===== config.mk =====
export PLATFORM = sky130hd
export DESIGN_NAME = kruskal_quick_find_mst_unit
export DESIGN_NICKNAME = d
export VERILOG_FILES = /design/src/hdl/kqf_pkg.sv /design/src/hdl/kruskal_quick_find_mst_unit.sv /design/src/hdl/kqf_cell.sv /design/src/hdl/kqf_ctrl.sv
export VERILOG_INCLUDE_DIRS = /design/src /design/src/hdl
export SDC_FILE = /design/constraint.sdc
export NUM_CORES = 2
export LEC_CHECK = 0
export ABC_AREA = 0
export BUFFER_PORTS_ARGS = -buffer_cell sky130_fd_sc_hd__buf_4
export CAP_MARGIN = 20
export CORE_AREA = 4 4 271 406
export CTS_CLUSTER_SIZE = 16
export DETAILED_ROUTE_END_ITERATION = 6
export DIE_AREA = 0 0 275 410
export PLACE_DENSITY = 0.81
export SLEW_MARGIN = 20
export SYNTH_ARGS = -nofsm -noshare
export SYNTH_HDL_FRONTEND = slang
export SYNTH_HIERARCHICAL = 1
export SYNTH_SLANG_ARGS = --single-unit

===== constraint.sdc =====
create_clock -name aclk -period 7.8 [get_ports aclk]
set_input_delay 1.56 -clock aclk [delete_from_list [all_inputs] [get_ports aclk]]
set_output_delay 1.56 -clock aclk [all_outputs]
set_load 0.005 [all_outputs]

===== src/hdl/kruskal_quick_find_mst_unit_macros.svh =====
// Assertion macros for the quick-find MST unit.
// Define NO_ASSERTIONS to compile them out.
`ifndef KRUSKAL_QUICK_FIND_MST_UNIT_MACROS_SVH
`define KRUSKAL_QUICK_FIND_MST_UNIT_MACROS_SVH

`ifndef NO_ASSERTIONS
`define KQF_ASSERT_NOW(lbl, ante, cons) \
    lbl: assert property (@(posedge aclk) disable iff (!aresetn) (ante) |-> (cons)) \
        else $error("kqf assertion failed");
`define KQF_ASSERT_NEXT(lbl, ante, cons) \
    lbl: assert property (@(posedge aclk) disable iff (!aresetn) (ante) |=> (cons)) \
        else $error("kqf assertion failed");
`else
`define KQF_ASSERT_NOW(lbl, ante, cons)
`define KQF_ASSERT_NEXT(lbl, ante, cons)
`endif

`endif


===== src/hdl/kqf_pkg.sv =====
package kqf_pkg;

    localparam int NODE_W   = 6;
    localparam int WEIGHT_W = 32;
    localparam int SUM_W    = 40;
    localparam int NCFG_W   = 7;

    localparam logic [SUM_W-1:0]  SUM_MAX       = {SUM_W{1'b1}};
    localparam logic [NCFG_W-1:0] NODE_COUNT_RST = 7'd64;

    typedef enum logic [1:0] {
        TREE_BUILD = 2'd0,
        TREE_DONE  = 2'd1,
        TREE_NONE  = 2'd2
    } tree_status_t;

    typedef enum logic [1:0] {
        ST_IDLE,
        ST_SEEK,
        ST_MERGE
    } ctrl_state_t;

    // commands broadcast from the controller to every cell
    typedef struct packed {
        logic clear;
        logic merge;
    } cell_ctl_t;

endpackage


===== src/hdl/kruskal_quick_find_mst_unit.sv =====
// One edge is processed at a time; no new edge is accepted before the
// previous one has merged. The label lookup wave walks the cell chain one
// cell per cycle, then the merge state relabels, held while the previous
// result still waits.
// Reset (aresetn low, synchronous): each node in its own set, sum, count and
// status cleared, node_count = 64, no result pending.
`include "kruskal_quick_find_mst_unit_macros.svh"

module kruskal_quick_find_mst_unit
    import kqf_pkg::*;
#(
    parameter int MAX_NODES = 64
) (
    input  logic                aclk,
    input  logic                aresetn,
    input  logic                cfg_valid,
    output logic                cfg_ready,
    input  logic [NCFG_W-1:0]   cfg_data,
    input  logic                s_valid,
    output logic                s_ready,
    input  logic                s_new_graph,
    input  logic [NODE_W-1:0]   s_node_u,
    input  logic [NODE_W-1:0]   s_node_v,
    input  logic [WEIGHT_W-1:0] s_edge_weight,
    input  logic                s_edge_present,
    input  logic                s_last_edge,
    output logic                m_valid,
    input  logic                m_ready,
    output logic                m_edge_taken,
    output logic [SUM_W-1:0]    m_tree_weight,
    output logic [NODE_W-1:0]   m_tree_edges,
    output logic [1:0]          m_tree_status
);

    localparam int LW = $clog2(MAX_NODES);
    localparam int CW = $clog2(MAX_NODES + 1);

    cell_ctl_t         ctl;
    logic [NODE_W-1:0] node_u, node_v;
    logic [CW-1:0]     nodes_used;
    logic [LW-1:0]     p_chain [0:MAX_NODES];
    logic [LW-1:0]     q_chain [0:MAX_NODES];

    assign p_chain[0] = '0;
    assign q_chain[0] = '0;

    kqf_ctrl #(
        .MAX_NODES (MAX_NODES)
    ) u_ctrl (
        .aclk           (aclk),
        .aresetn        (aresetn),
        .cfg_valid      (cfg_valid),
        .cfg_ready      (cfg_ready),
        .cfg_data       (cfg_data),
        .s_valid        (s_valid),
        .s_ready        (s_ready),
        .s_new_graph    (s_new_graph),
        .s_node_u       (s_node_u),
        .s_node_v       (s_node_v),
        .s_edge_weight  (s_edge_weight),
        .s_edge_present (s_edge_present),
        .s_last_edge    (s_last_edge),
        .m_valid        (m_valid),
        .m_ready        (m_ready),
        .m_edge_taken   (m_edge_taken),
        .m_tree_weight  (m_tree_weight),
        .m_tree_edges   (m_tree_edges),
        .m_tree_status  (m_tree_status),
        .seek_p         (p_chain[MAX_NODES]),
        .seek_q         (q_chain[MAX_NODES]),
        .ctl            (ctl),
        .node_u         (node_u),
        .node_v         (node_v),
        .nodes_used     (nodes_used)
    );

    // keep/drop labels are the lookup results at the end of the chain
    for (genvar i = 0; i < MAX_NODES; i++) begin : g_cell
        kqf_cell #(
            .MAX_NODES (MAX_NODES),
            .IDX       (i)
        ) u_cell (
            .aclk       (aclk),
            .aresetn    (aresetn),
            .ctl        (ctl),
            .node_u     (node_u),
            .node_v     (node_v),
            .nodes_used (nodes_used),
            .keep_label (p_chain[MAX_NODES]),
            .drop_label (q_chain[MAX_NODES]),
            .p_in       (p_chain[i]),
            .q_in       (q_chain[i]),
            .p_out      (p_chain[i+1]),
            .q_out      (q_chain[i+1])
        );
    end

    `KQF_ASSERT_NOW(a_no_clear_and_merge, 1'b1, !(ctl.clear && ctl.merge))
    `KQF_ASSERT_NOW(a_clear_on_accept, ctl.clear, s_valid && s_ready)
    `KQF_ASSERT_NEXT(a_one_item_in_flight, s_valid && s_ready, !s_ready)
    `KQF_ASSERT_NEXT(a_merge_then_result, ctl.merge, m_valid && s_ready)

endmodule


===== src/hdl/kqf_cell.sv =====
module kqf_cell
    import kqf_pkg::*;
#(
    parameter int MAX_NODES = 64,
    parameter int IDX       = 0,
    localparam int LW = $clog2(MAX_NODES),
    localparam int CW = $clog2(MAX_NODES + 1)
) (
    input  logic                aclk,
    input  logic                aresetn,
    input  cell_ctl_t           ctl,
    input  logic [NODE_W-1:0]   node_u,
    input  logic [NODE_W-1:0]   node_v,
    input  logic [CW-1:0]       nodes_used,
    input  logic [LW-1:0]       keep_label,
    input  logic [LW-1:0]       drop_label,
    input  logic [LW-1:0]       p_in,
    input  logic [LW-1:0]       q_in,
    output logic [LW-1:0]       p_out,
    output logic [LW-1:0]       q_out
);

    logic [LW-1:0] label_reg;
    logic [LW-1:0] p_reg;
    logic [LW-1:0] q_reg;
    logic          in_use;

    assign in_use = 32'(nodes_used) > 32'(IDX);

    always_ff @(posedge aclk) begin
        if (!aresetn) begin
            label_reg <= LW'(IDX);
        end else if (ctl.clear) begin
            label_reg <= LW'(IDX);
        end else if (ctl.merge && in_use && label_reg == drop_label) begin
            label_reg <= keep_label;
        end
    end

    // lookup wave: this cell drops its label in when it is the endpoint
    always_ff @(posedge aclk) begin
        p_reg <= (32'(node_u) == 32'(IDX)) ? label_reg : p_in;
        q_reg <= (32'(node_v) == 32'(IDX)) ? label_reg : q_in;
    end

    assign p_out = p_reg;
    assign q_out = q_reg;

endmodule


===== src/hdl/kqf_ctrl.sv =====
module kqf_ctrl
    import kqf_pkg::*;
#(
    parameter int MAX_NODES = 64,
    localparam int LW = $clog2(MAX_NODES),
    localparam int CW = $clog2(MAX_NODES + 1),
    localparam int XW = (CW > NCFG_W) ? CW : NCFG_W
) (
    input  logic                aclk,
    input  logic                aresetn,
    input  logic                cfg_valid,
    output logic                cfg_ready,
    input  logic [NCFG_W-1:0]   cfg_data,
    input  logic                s_valid,
    output logic                s_ready,
    input  logic                s_new_graph,
    input  logic [NODE_W-1:0]   s_node_u,
    input  logic [NODE_W-1:0]   s_node_v,
    input  logic [WEIGHT_W-1:0] s_edge_weight,
    input  logic                s_edge_present,
    input  logic                s_last_edge,
    output logic                m_valid,
    input  logic                m_ready,
    output logic                m_edge_taken,
    output logic [SUM_W-1:0]    m_tree_weight,
    output logic [NODE_W-1:0]   m_tree_edges,
    output logic [1:0]          m_tree_status,
    input  logic [LW-1:0]       seek_p,
    input  logic [LW-1:0]       seek_q,
    output cell_ctl_t           ctl,
    output logic [NODE_W-1:0]   node_u,
    output logic [NODE_W-1:0]   node_v,
    output logic [CW-1:0]       nodes_used
);

    ctrl_state_t state_reg, state_next;

    logic [NCFG_W-1:0]   node_count_reg;
    logic [CW-1:0]       n_reg;
    logic [LW-1:0]       seek_cnt_reg, seek_cnt_next;
    logic [NODE_W-1:0]   u_reg, v_reg;
    logic [WEIGHT_W-1:0] w_reg;
    logic                present_reg, last_reg;
    logic [CW-1:0]       count_reg, count_next;
    logic [SUM_W-1:0]    sum_reg, sum_next;
    tree_status_t        status_reg, status_next;

    logic                m_valid_reg;
    logic                taken_out_reg;
    logic [SUM_W-1:0]    weight_out_reg;
    logic [NODE_W-1:0]   edges_out_reg;
    logic [1:0]          status_out_reg;

    logic                accept;
    logic                out_free;
    logic                do_merge;
    logic [CW-1:0]       n_eff;
    logic [XW-1:0]       nc_ext;
    tree_status_t        status0;
    logic                take;
    logic [CW-1:0]       count1;
    logic [SUM_W:0]      sum_wide;

    assign cfg_ready = 1'b1;
    assign s_ready   = (state_reg == ST_IDLE);
    assign accept    = s_valid && s_ready;
    assign out_free  = !m_valid_reg || m_ready;

    // node_count clamped to 1..MAX_NODES
    assign nc_ext = XW'(node_count_reg);
    always_comb begin
        priority if (node_count_reg == '0) begin
            n_eff = CW'(1);
        end else if (nc_ext > XW'(MAX_NODES)) begin
            n_eff = CW'(MAX_NODES);
        end else begin
            n_eff = CW'(nc_ext);
        end
    end

    always_comb begin
        status0 = status_reg;
        if (status_reg == TREE_BUILD
                && ({1'b0, count_reg} + (CW+1)'(1)) >= {1'b0, n_reg}) begin
            status0 = TREE_DONE;
        end
        take = (status0 == TREE_BUILD) && present_reg
            && (XW'(u_reg) < XW'(n_reg)) && (XW'(v_reg) < XW'(n_reg))
            && (seek_p != seek_q);
        count1   = count_reg + CW'(take);
        sum_wide = {1'b0, sum_reg} + (SUM_W+1)'(w_reg);
        status_next = status0;
        if (take && ({1'b0, count1} + (CW+1)'(1)) >= {1'b0, n_reg}) begin
            status_next = TREE_DONE;
        end
        if (status_next == TREE_BUILD && last_reg) begin
            status_next = TREE_NONE;
        end
        if (take) begin
            sum_next = sum_wide[SUM_W] ? SUM_MAX : sum_wide[SUM_W-1:0];
        end else begin
            sum_next = sum_reg;
        end
        count_next = count1;
    end

    always_comb begin
        state_next    = state_reg;
        seek_cnt_next = seek_cnt_reg;
        do_merge      = 1'b0;
        unique case (state_reg)
            ST_IDLE: begin
                seek_cnt_next = '0;
                if (accept) begin
                    state_next = ST_SEEK;
                end
            end
            ST_SEEK: begin
                seek_cnt_next = seek_cnt_reg + LW'(1);
                if (seek_cnt_reg == LW'(MAX_NODES - 1)) begin
                    state_next = ST_MERGE;
                end
            end
            ST_MERGE: begin
                if (out_free) begin
                    do_merge   = 1'b1;
                    state_next = ST_IDLE;
                end
            end
            default: begin
                state_next = ST_IDLE;
            end
        endcase
    end

    assign ctl.clear  = accept && s_new_graph;
    assign ctl.merge  = do_merge && take;
    assign node_u     = u_reg;
    assign node_v     = v_reg;
    assign nodes_used = n_reg;

    always_ff @(posedge aclk) begin
        if (!aresetn) begin
            state_reg      <= ST_IDLE;
            seek_cnt_reg   <= '0;
            node_count_reg <= NODE_COUNT_RST;
            count_reg      <= '0;
            sum_reg        <= '0;
            status_reg     <= TREE_BUILD;
            m_valid_reg    <= 1'b0;
        end else begin
            state_reg    <= state_next;
            seek_cnt_reg <= seek_cnt_next;
            if (cfg_valid && cfg_ready) begin
                node_count_reg <= cfg_data;
            end
            if (ctl.clear) begin
                count_reg  <= '0;
                sum_reg    <= '0;
                status_reg <= TREE_BUILD;
            end else if (do_merge) begin
                count_reg  <= count_next;
                sum_reg    <= sum_next;
                status_reg <= status_next;
            end
            if (do_merge) begin
                m_valid_reg <= 1'b1;
            end else if (m_ready) begin
                m_valid_reg <= 1'b0;
            end
        end
    end

    always_ff @(posedge aclk) begin
        if (accept) begin
            n_reg       <= n_eff;
            u_reg       <= s_node_u;
            v_reg       <= s_node_v;
            w_reg       <= s_edge_weight;
            present_reg <= s_edge_present;
            last_reg    <= s_last_edge;
        end
        if (do_merge) begin
            taken_out_reg  <= take;
            weight_out_reg <= sum_next;
            edges_out_reg  <= NODE_W'(count_next);
            status_out_reg <= status_next;
        end
    end

    assign m_valid       = m_valid_reg;
    assign m_edge_taken  = taken_out_reg;
    assign m_tree_weight = weight_out_reg;
    assign m_tree_edges  = edges_out_reg;
    assign m_tree_status = status_out_reg;

endmodule


==> Word-level counts from Yosys, hierarchy flattened <==
Index checks and enable logic that the tools add are counted.
{ "totals": {"register_bits": 1319, "latch_bits": 0, "mem_bits_rw": 0, "romBits": 0, "out_inout_bits": 52, "word_cells": 775, "memories": 0} }
{ "op_classes": {"add_sub_neg": 5, "mul": 0, "div": 0, "n_lt_le_gt_ge": 69, "n_eq_ne": 197, "shift": 0, "muxes": 141, "n_bitwise": 1, "reduce_logical": 152} }
{ "op_table": {"columns": ["operator", "count"], "rows": [
  ["2-to-1 mux 6 bit", 126],
  ["equality test 6 bit, second input constant", 65],
  ["equality test 6 bit", 64],
  ["> comparator 7 x 6 -> 1 bit, second input constant", 32],
  ["equality test 6 x 5 -> 1 bit, second input constant", 32],
  ["logical AND 1 bit", 138],
  ["> comparator 7 x 5 -> 1 bit, second input constant", 16],
  ["equality test 6 x 4 -> 1 bit, second input constant", 16],
  ["2-to-1 mux 40 bit", 2],
  ["> comparator 7 x 4 -> 1 bit, second input constant", 8],
  ["equality test 6 x 3 -> 1 bit, second input constant", 8],
  ["adder 40 x 32 -> 41 bit", 1],
  ["> comparator 7 x 3 -> 1 bit, second input constant", 4],
  ["equality test 6 x 2 -> 1 bit, second input constant", 4],
  ["adder 7 x 1 -> 8 bit, second input constant", 2],
  ["greater-or-equal comparator 8 x 7 -> 1 bit", 2],
  ["> comparator 7 x 1 -> 1 bit, second input constant", 2],
  ["> comparator 7 x 2 -> 1 bit, second input constant", 2],
  ["< comparator 6 x 7 -> 1 bit", 2],
  ["equality test 6 x 1 -> 1 bit, second input constant", 2],
  ["zero test 6 bit", 2],
  ["2-to-1 mux 2 bit", 6],
  ["case mux 6 bit (2 select lines)", 1],
  ["zero test 2 bit", 4],
  ["18 further kinds", 24]
]} }

==> Logic depth before layout (Yosys ltp) <==
{ "logic_depth": {"word_depth": 17, "depth_mapped": 25, "mapped_depth_nobuf": 22} }

==> Least setup slack after synthesis <==
OpenSTA, ideal clock, no wires.
{ "synth_timing": {"kind": "register to register", "start": "register u_ctrl.n_reg[5] (netlist: u_ctrl/nodes_used[5])", "end": "register g_cell[63].u_cell.label_reg[0]", "setup_time_ps": 74, "arrival_time_ps": 6672, "path_slack_ps": 1054, "path_stages_with_launch": 16, "n_path_buf": 3, "synth_period_minus_slack_ps": 6746, "cell_sequence": "edfxtp_1 -> inv_1 -> ha_1 -> a211oi_1 -> a21oi_1 -> a2111oi_0 -> o21a_1 -> nand3b_1 -> buf_2 -> nor2_2 -> buf_4 -> buf_2 -> nand2_1 -> or4_4 -> nor4_4 -> mux2i_1"} }
{ "synth_rtl": {"columns": ["element", "line_no", "text"], "rows": [
  ["from (decl)", "kqf_ctrl.sv:39", "logic [CW-1:0] n_reg;"],
  ["from (signal assigned)", "kqf_ctrl.sv:176", "n_reg <= n_eff;"],
  ["to (signal assigned)", "kqf_cell.sv:32", "label_reg <= LW'(IDX);"],
  ["to (signal assigned)", "kqf_cell.sv:34", "label_reg <= LW'(IDX);"],
  ["to (signal assigned)", "kqf_cell.sv:36", "label_reg <= keep_label;"],
  ["to (decl)", "kqf_cell.sv:23", "logic [LW-1:0] label_reg;"]
]} }

==> Worst setup path in the final report <==
{ "layout_timing": {"start": "register u_ctrl.n_reg[3] (netlist: u_ctrl/nodes_used[3])", "end": "register u_ctrl.status_out_reg[0] (netlist: u_ctrl/m_tree_status[0]), data pin"} }
{ "layout_between": {"elab_chain_len": 16, "word_cells_on_any_way": 18, "classes_between": "add/sub (2); order compare (4); mux (3); reduce/logical (9)"} }
{ "layout_lines": {"columns": ["element", "line_no", "text"], "rows": [
  ["greater-or-equal comparator 8 x 7 -> 1 bit", "kqf_ctrl.sv:84", "&& ({1'b0, count_reg} + (CW+1)'(1)) >= {1'b0, n_reg}) begin"],
  ["logical AND 1 bit", "kqf_ctrl.sv:84", null],
  ["2-to-1 mux 2 bit", "kqf_ctrl.sv:83", "if (status_reg == TREE_BUILD"],
  ["zero test 2 bit", "kqf_ctrl.sv:87", "take = (status0 == TREE_BUILD) && present_reg"],
  ["logical AND 1 bit", "kqf_ctrl.sv:87", null],
  ["logical AND 1 bit", "kqf_ctrl.sv:88", "&& (XW'(u_reg) < XW'(n_reg)) && (XW'(v_reg) < XW'(n_reg))"],
  ["logical AND 1 bit *", "kqf_ctrl.sv:88", null],
  ["logical AND 1 bit *", "kqf_ctrl.sv:89", "&& (seek_p != seek_q);"],
  ["[1 not listed]", null, null],
  ["via u_ctrl.count1[2]", "kqf_ctrl.sv:61", "logic [CW-1:0] count1;"],
  ["adder 7 x 1 -> 8 bit *", "kqf_ctrl.sv:93", "if (take && ({1'b0, count1} + (CW+1)'(1)) >= {1'b0, n_reg}) begin"],
  ["greater-or-equal comparator 8 x 7 -> 1 bit *", "kqf_ctrl.sv:93", null],
  ["logical AND 1 bit *", "kqf_ctrl.sv:93", null],
  ["2-to-1 mux 2 bit *", "kqf_ctrl.sv:93", null],
  ["zero test 2 bit", "kqf_ctrl.sv:96", "if (status_next == TREE_BUILD && last_reg) begin"],
  ["logical AND 1 bit", "kqf_ctrl.sv:96", null],
  ["2-to-1 mux 2 bit *", "kqf_ctrl.sv:96", null],
  ["via u_ctrl.status_next[0]", "kqf_ctrl.sv:46", "tree_status_t status_reg, status_next;"],
  ["to (signal assigned)", "kqf_ctrl.sv:187", "status_out_reg <= status_next;"],
  ["to (decl)", "kqf_ctrl.sv:52", "logic [1:0] status_out_reg;"]
]} }
The timed path passes the listed nets; every way through them passes the cells marked *.
A chain may end at the register's enable or synchronous reset.

==> results.json <==
{
  "synth_fa_ha_area_frac": 0.0135,
  "relSlewSlack": 0.237,
  "wl_per_cell_um": 23.5,
  "critPathArrivalTime_ns": 5.95,
  "finalWirelength_um": 161000,
  "cts_sinks": 1319,
  "clockBufferDepth": 3,
  "track_usage": 0.280,
  "root_buffer": "clkbuf_16",
  "ctsResizeCount": 0,
  "rows": 147,
  "synth_edf_count": 102,
  "synth_area_mm2": 0.0581,
  "die_w_um": 275,
  "drt_iter0_markers": 3510,
  "ys.flop_type": "dfxtp_1",
  "status": "complete, no violations",
  "fin_crit_ns": 5.45,
  "hold_path_end": "g_cell[56].u_cell/p_out[3]",
  "critical-path-top-delay-family": "adder cells",
  "crit_chain": "inv_1 -> ha_1 -> o21a_1 -> a21oi_1 -> o21ai_1 -> nand3b_1 -> clkinv_1 -> buf_4 -> ha_1 -> ha_1 -> xor2_1 -> and3_1 -> xnor2_1 -> ha_1 -> a21oi_1 -> nor2b_1 -> o21ai_0 -> a21oi_1 -> or2_2",
  "syn_avg_cell_area_um2": 11.3,
  "start_kind": "flop",
  "cts_tree": "yes",
  "grt-ovfl-total": 0,
  "r2r-end": "u_ctrl/m_tree_status[0]",
  "ys_ff_latch": 1319,
  "critical_path_buf_inv_count": 3,
  "grt_pass1_vias": 43900,
  "place_congestion": 0.938,
  "antenna_found_initial": 7,
  "drc_errors": 0,
  "synth_mux_area_frac": 0.204,
  "synth_compound_area_frac": 0.0621,
  "yosysTopAreaCell": "dfxtp_1",
  "clock_skew_ns": 0.0216,
  "setup_tns_ns": 0,
  "netlist_instances": 5154,
  "drtAntennaViolNets": 0,
  "crit_top_cell": "ha_1",
  "clk_pin_slew_worst_paths_ns": 0.07,
  "maxSlewViolCount": 0,
  "worstReg2RegStart": "u_ctrl/nodes_used[3]",
  "h-tree-depth": 3,
  "min_from": "g_cell[55].u_cell/p_out[3]",
  "peakVddDrop_mv": 0.197,
  "r2r_slack_ns": 2.35,
  "worstMarginPinSlew_ns": 1.15,
  "rsz0062_at_grt": "false",
  "firstDrtPassIters": 7,
  "start_util": 0.545,
  "area_delta_synth_final_pct": 11.3,
  "cts_setup_buffers": 0,
  "grt_pass1_wl_um": 247000,
  "cts_made_buffers": 114,
  "worstSetupPathType": "flop to flop",
  "slowest_delay_ns": 1.02,
  "rr_worst_depth": 19,
  "end_kind": "flop",
  "grt_max_degree": 103,
  "hold_buffers": 0,
  "synth.area.top_cells": "dfxtp_1 (42%), mux2_2 (13%), mux2i_1 (5.3%), edfxtp_1 (5.3%), xnor2_1 (4.6%)",
  "synth_top_family_by_area": "multiplexers",
  "synth-simple-area-share": 0.166,
  "io_buffers": 109,
  "hp-class": "flop to flop",
  "cpMaxStageDelayCell": "edfxtp_1",
  "die_area_mm2": 0.113,
  "io_pins": 111,
  "maxCapViolCount": 0,
  "p_leak_uw": 0.0239,
  "fp.coreArea_mm2": 0.107,
  "place_hpwl_um": 99700,
  "finalNetCount": 5462,
  "synthXorXnorAreaFrac": 0.0704,
  "worstPathMaxFanout": 27,
  "post-route-period-util": 0.699,
  "finalHoldViolations": 0,
  "synth_top_area_frac": 0.419,
  "worstPathRequired_ns": 8.29,
  "die_h_um": 410,
  "holdPathStages": 1,
  "setup_viol": 0,
  "viasPerCell": 6.12,
  "whs_ns": 0.444,
  "ys_seq_area_frac": 0.472,
  "route.vias.total": 42000,
  "power.density_mw_per_mm2": 244,
  "max_freq_mhz": 183,
  "power_uw": 15800,
  "clk_latency_ns": 0.75,
  "drive_above_1_share": 0.248,
  "synthArstFlopShare": 0,
  "yosys.cell_types.count": 119,
  "ys.warnings.count": 6
}
==> how the worst max path moves through the flow <==
stage | from | to | slack [ns] | depth (start not counted)
after floorplan | u_ctrl/nodes_used[5] | g_cell[63].u_cell/label_reg[0] | 1.05 | 15
after global placement | g_cell[63].u_cell/q_out[5] | u_ctrl/m_tree_status[0] | 2.42 | 18
after detailed placement | u_ctrl/nodes_used[3] | u_ctrl/m_tree_status[0] | 2.49 | 19
after CTS | u_ctrl/nodes_used[3] | u_ctrl/m_tree_status[0] | 2.45 | 19
after global routing | u_ctrl/nodes_used[3] | u_ctrl/m_tree_status[0] | 1.89 | 19
final | u_ctrl/nodes_used[3] | u_ctrl/m_tree_status[0] | 2.35 | 19
==> cell families after synthesis <==
kind of cell | count (synthesis)
AND/OR/NAND/NOR | 1614
flip-flops | 1319
multiplexers | 1079
AO/OA/AOI/OAI | 500
XOR/XNOR | 438
buffers and inverters | 140
adder cells (fa/ha/maj) | 62
other | 2
==> through the flow <==
stage	cells	util	cell area, um^2	worst slack [ns]
floorplan	5165	-	58200	1.05
global placement	6640	0.569	60700	2.42
detailed placement	6640	0.569	60700	2.49
CTS	6854	0.607	64700	2.45
global route	6861	0.607	64700	1.89
finish	6861	0.607	64700	2.35
==> placed cells by master (no fill, tap or decap), types with 78 or more instances in the layout <==
cell type  Yosys  layout
a31oi_1       94      94
buf_4          7     168
clkbuf_16      0     116
dfxtp_1     1217    1205
edfxtp_1     102     102
mux2_1        81      81
mux2_2       660     660
mux2i_1      308     308
nand2_1      463     462
nand3_1      101     101
nor2_1       349     349
nor2b_1       78      78
nor4_1        85      84
o21ai_0      103     103
xnor2_1      308     308
xor2_1        96      96
==> layer usage <==
| metal | vias to the layer above | wire [um] | global-route usage |
|---|---|---|---|
| met5 | - | 0 | 0 |
| met3 | 688 | 11700 | 0.0485 |
| met4 | 0 | 10700 | 0.174 |
| li1 | 19000 | - | - |
| met2 | 1902 | 81800 | 0.501 |
| met1 | 20400 | 57100 | 0.305 |
==> power breakdown <==
group          total (uW)  internal [uW]  switching (uW)
Clock                6010           3390            2620
Combinational        2020            848            1180
Sequential           7780           7420             360
Total               15800          11700            4160
==> cell type report <==
cell class | count | area [um^2]
repair buffers | 170 | 1300
clock buffers | 156 | 3270
fillers | 8233 | 41900
flip-flops and latches | 1319 | 27500
inverters | 30 | 115
multi-input cells | 3706 | 30000
diodes | 7 | 17.5
clock inverters | 58 | 739
well taps | 1415 | 1770
==> cell usage after synthesis, types with 13 or more instances <==
master	count
a21o_1	14
xor2_1	96
o21ai_1	35
buf_6	16
nor2b_1	78
xnor2_1	308
nand2b_1	51
mux2i_1	308
nor4b_2	13
nor3_2	14
a21oi_1	63
mux2_1	81
dfxtp_1	1217
nor3_4	35
nor4bb_1	20
inv_1	28
nand3_1	101
nor4b_1	31
edfxtp_1	102
nand4_1	72
a211oi_1	27
nor3b_4	14
nand2_1	463
a31oi_1	94
mux2_4	30
nor4_1	85
ha_1	61
xnor2_2	34
buf_2	22
mux2_2	660
nand3b_1	53
nand4_2	14
or3_1	17
nor2_1	349
buf_1	35
o21ai_0	103
nand3_2	16
nor3_1	20
clkbuf_1	25
and4_1	19
and3_1	33
nand4b_1	26
Note: power is estimated with default switching activity, not from simulation.
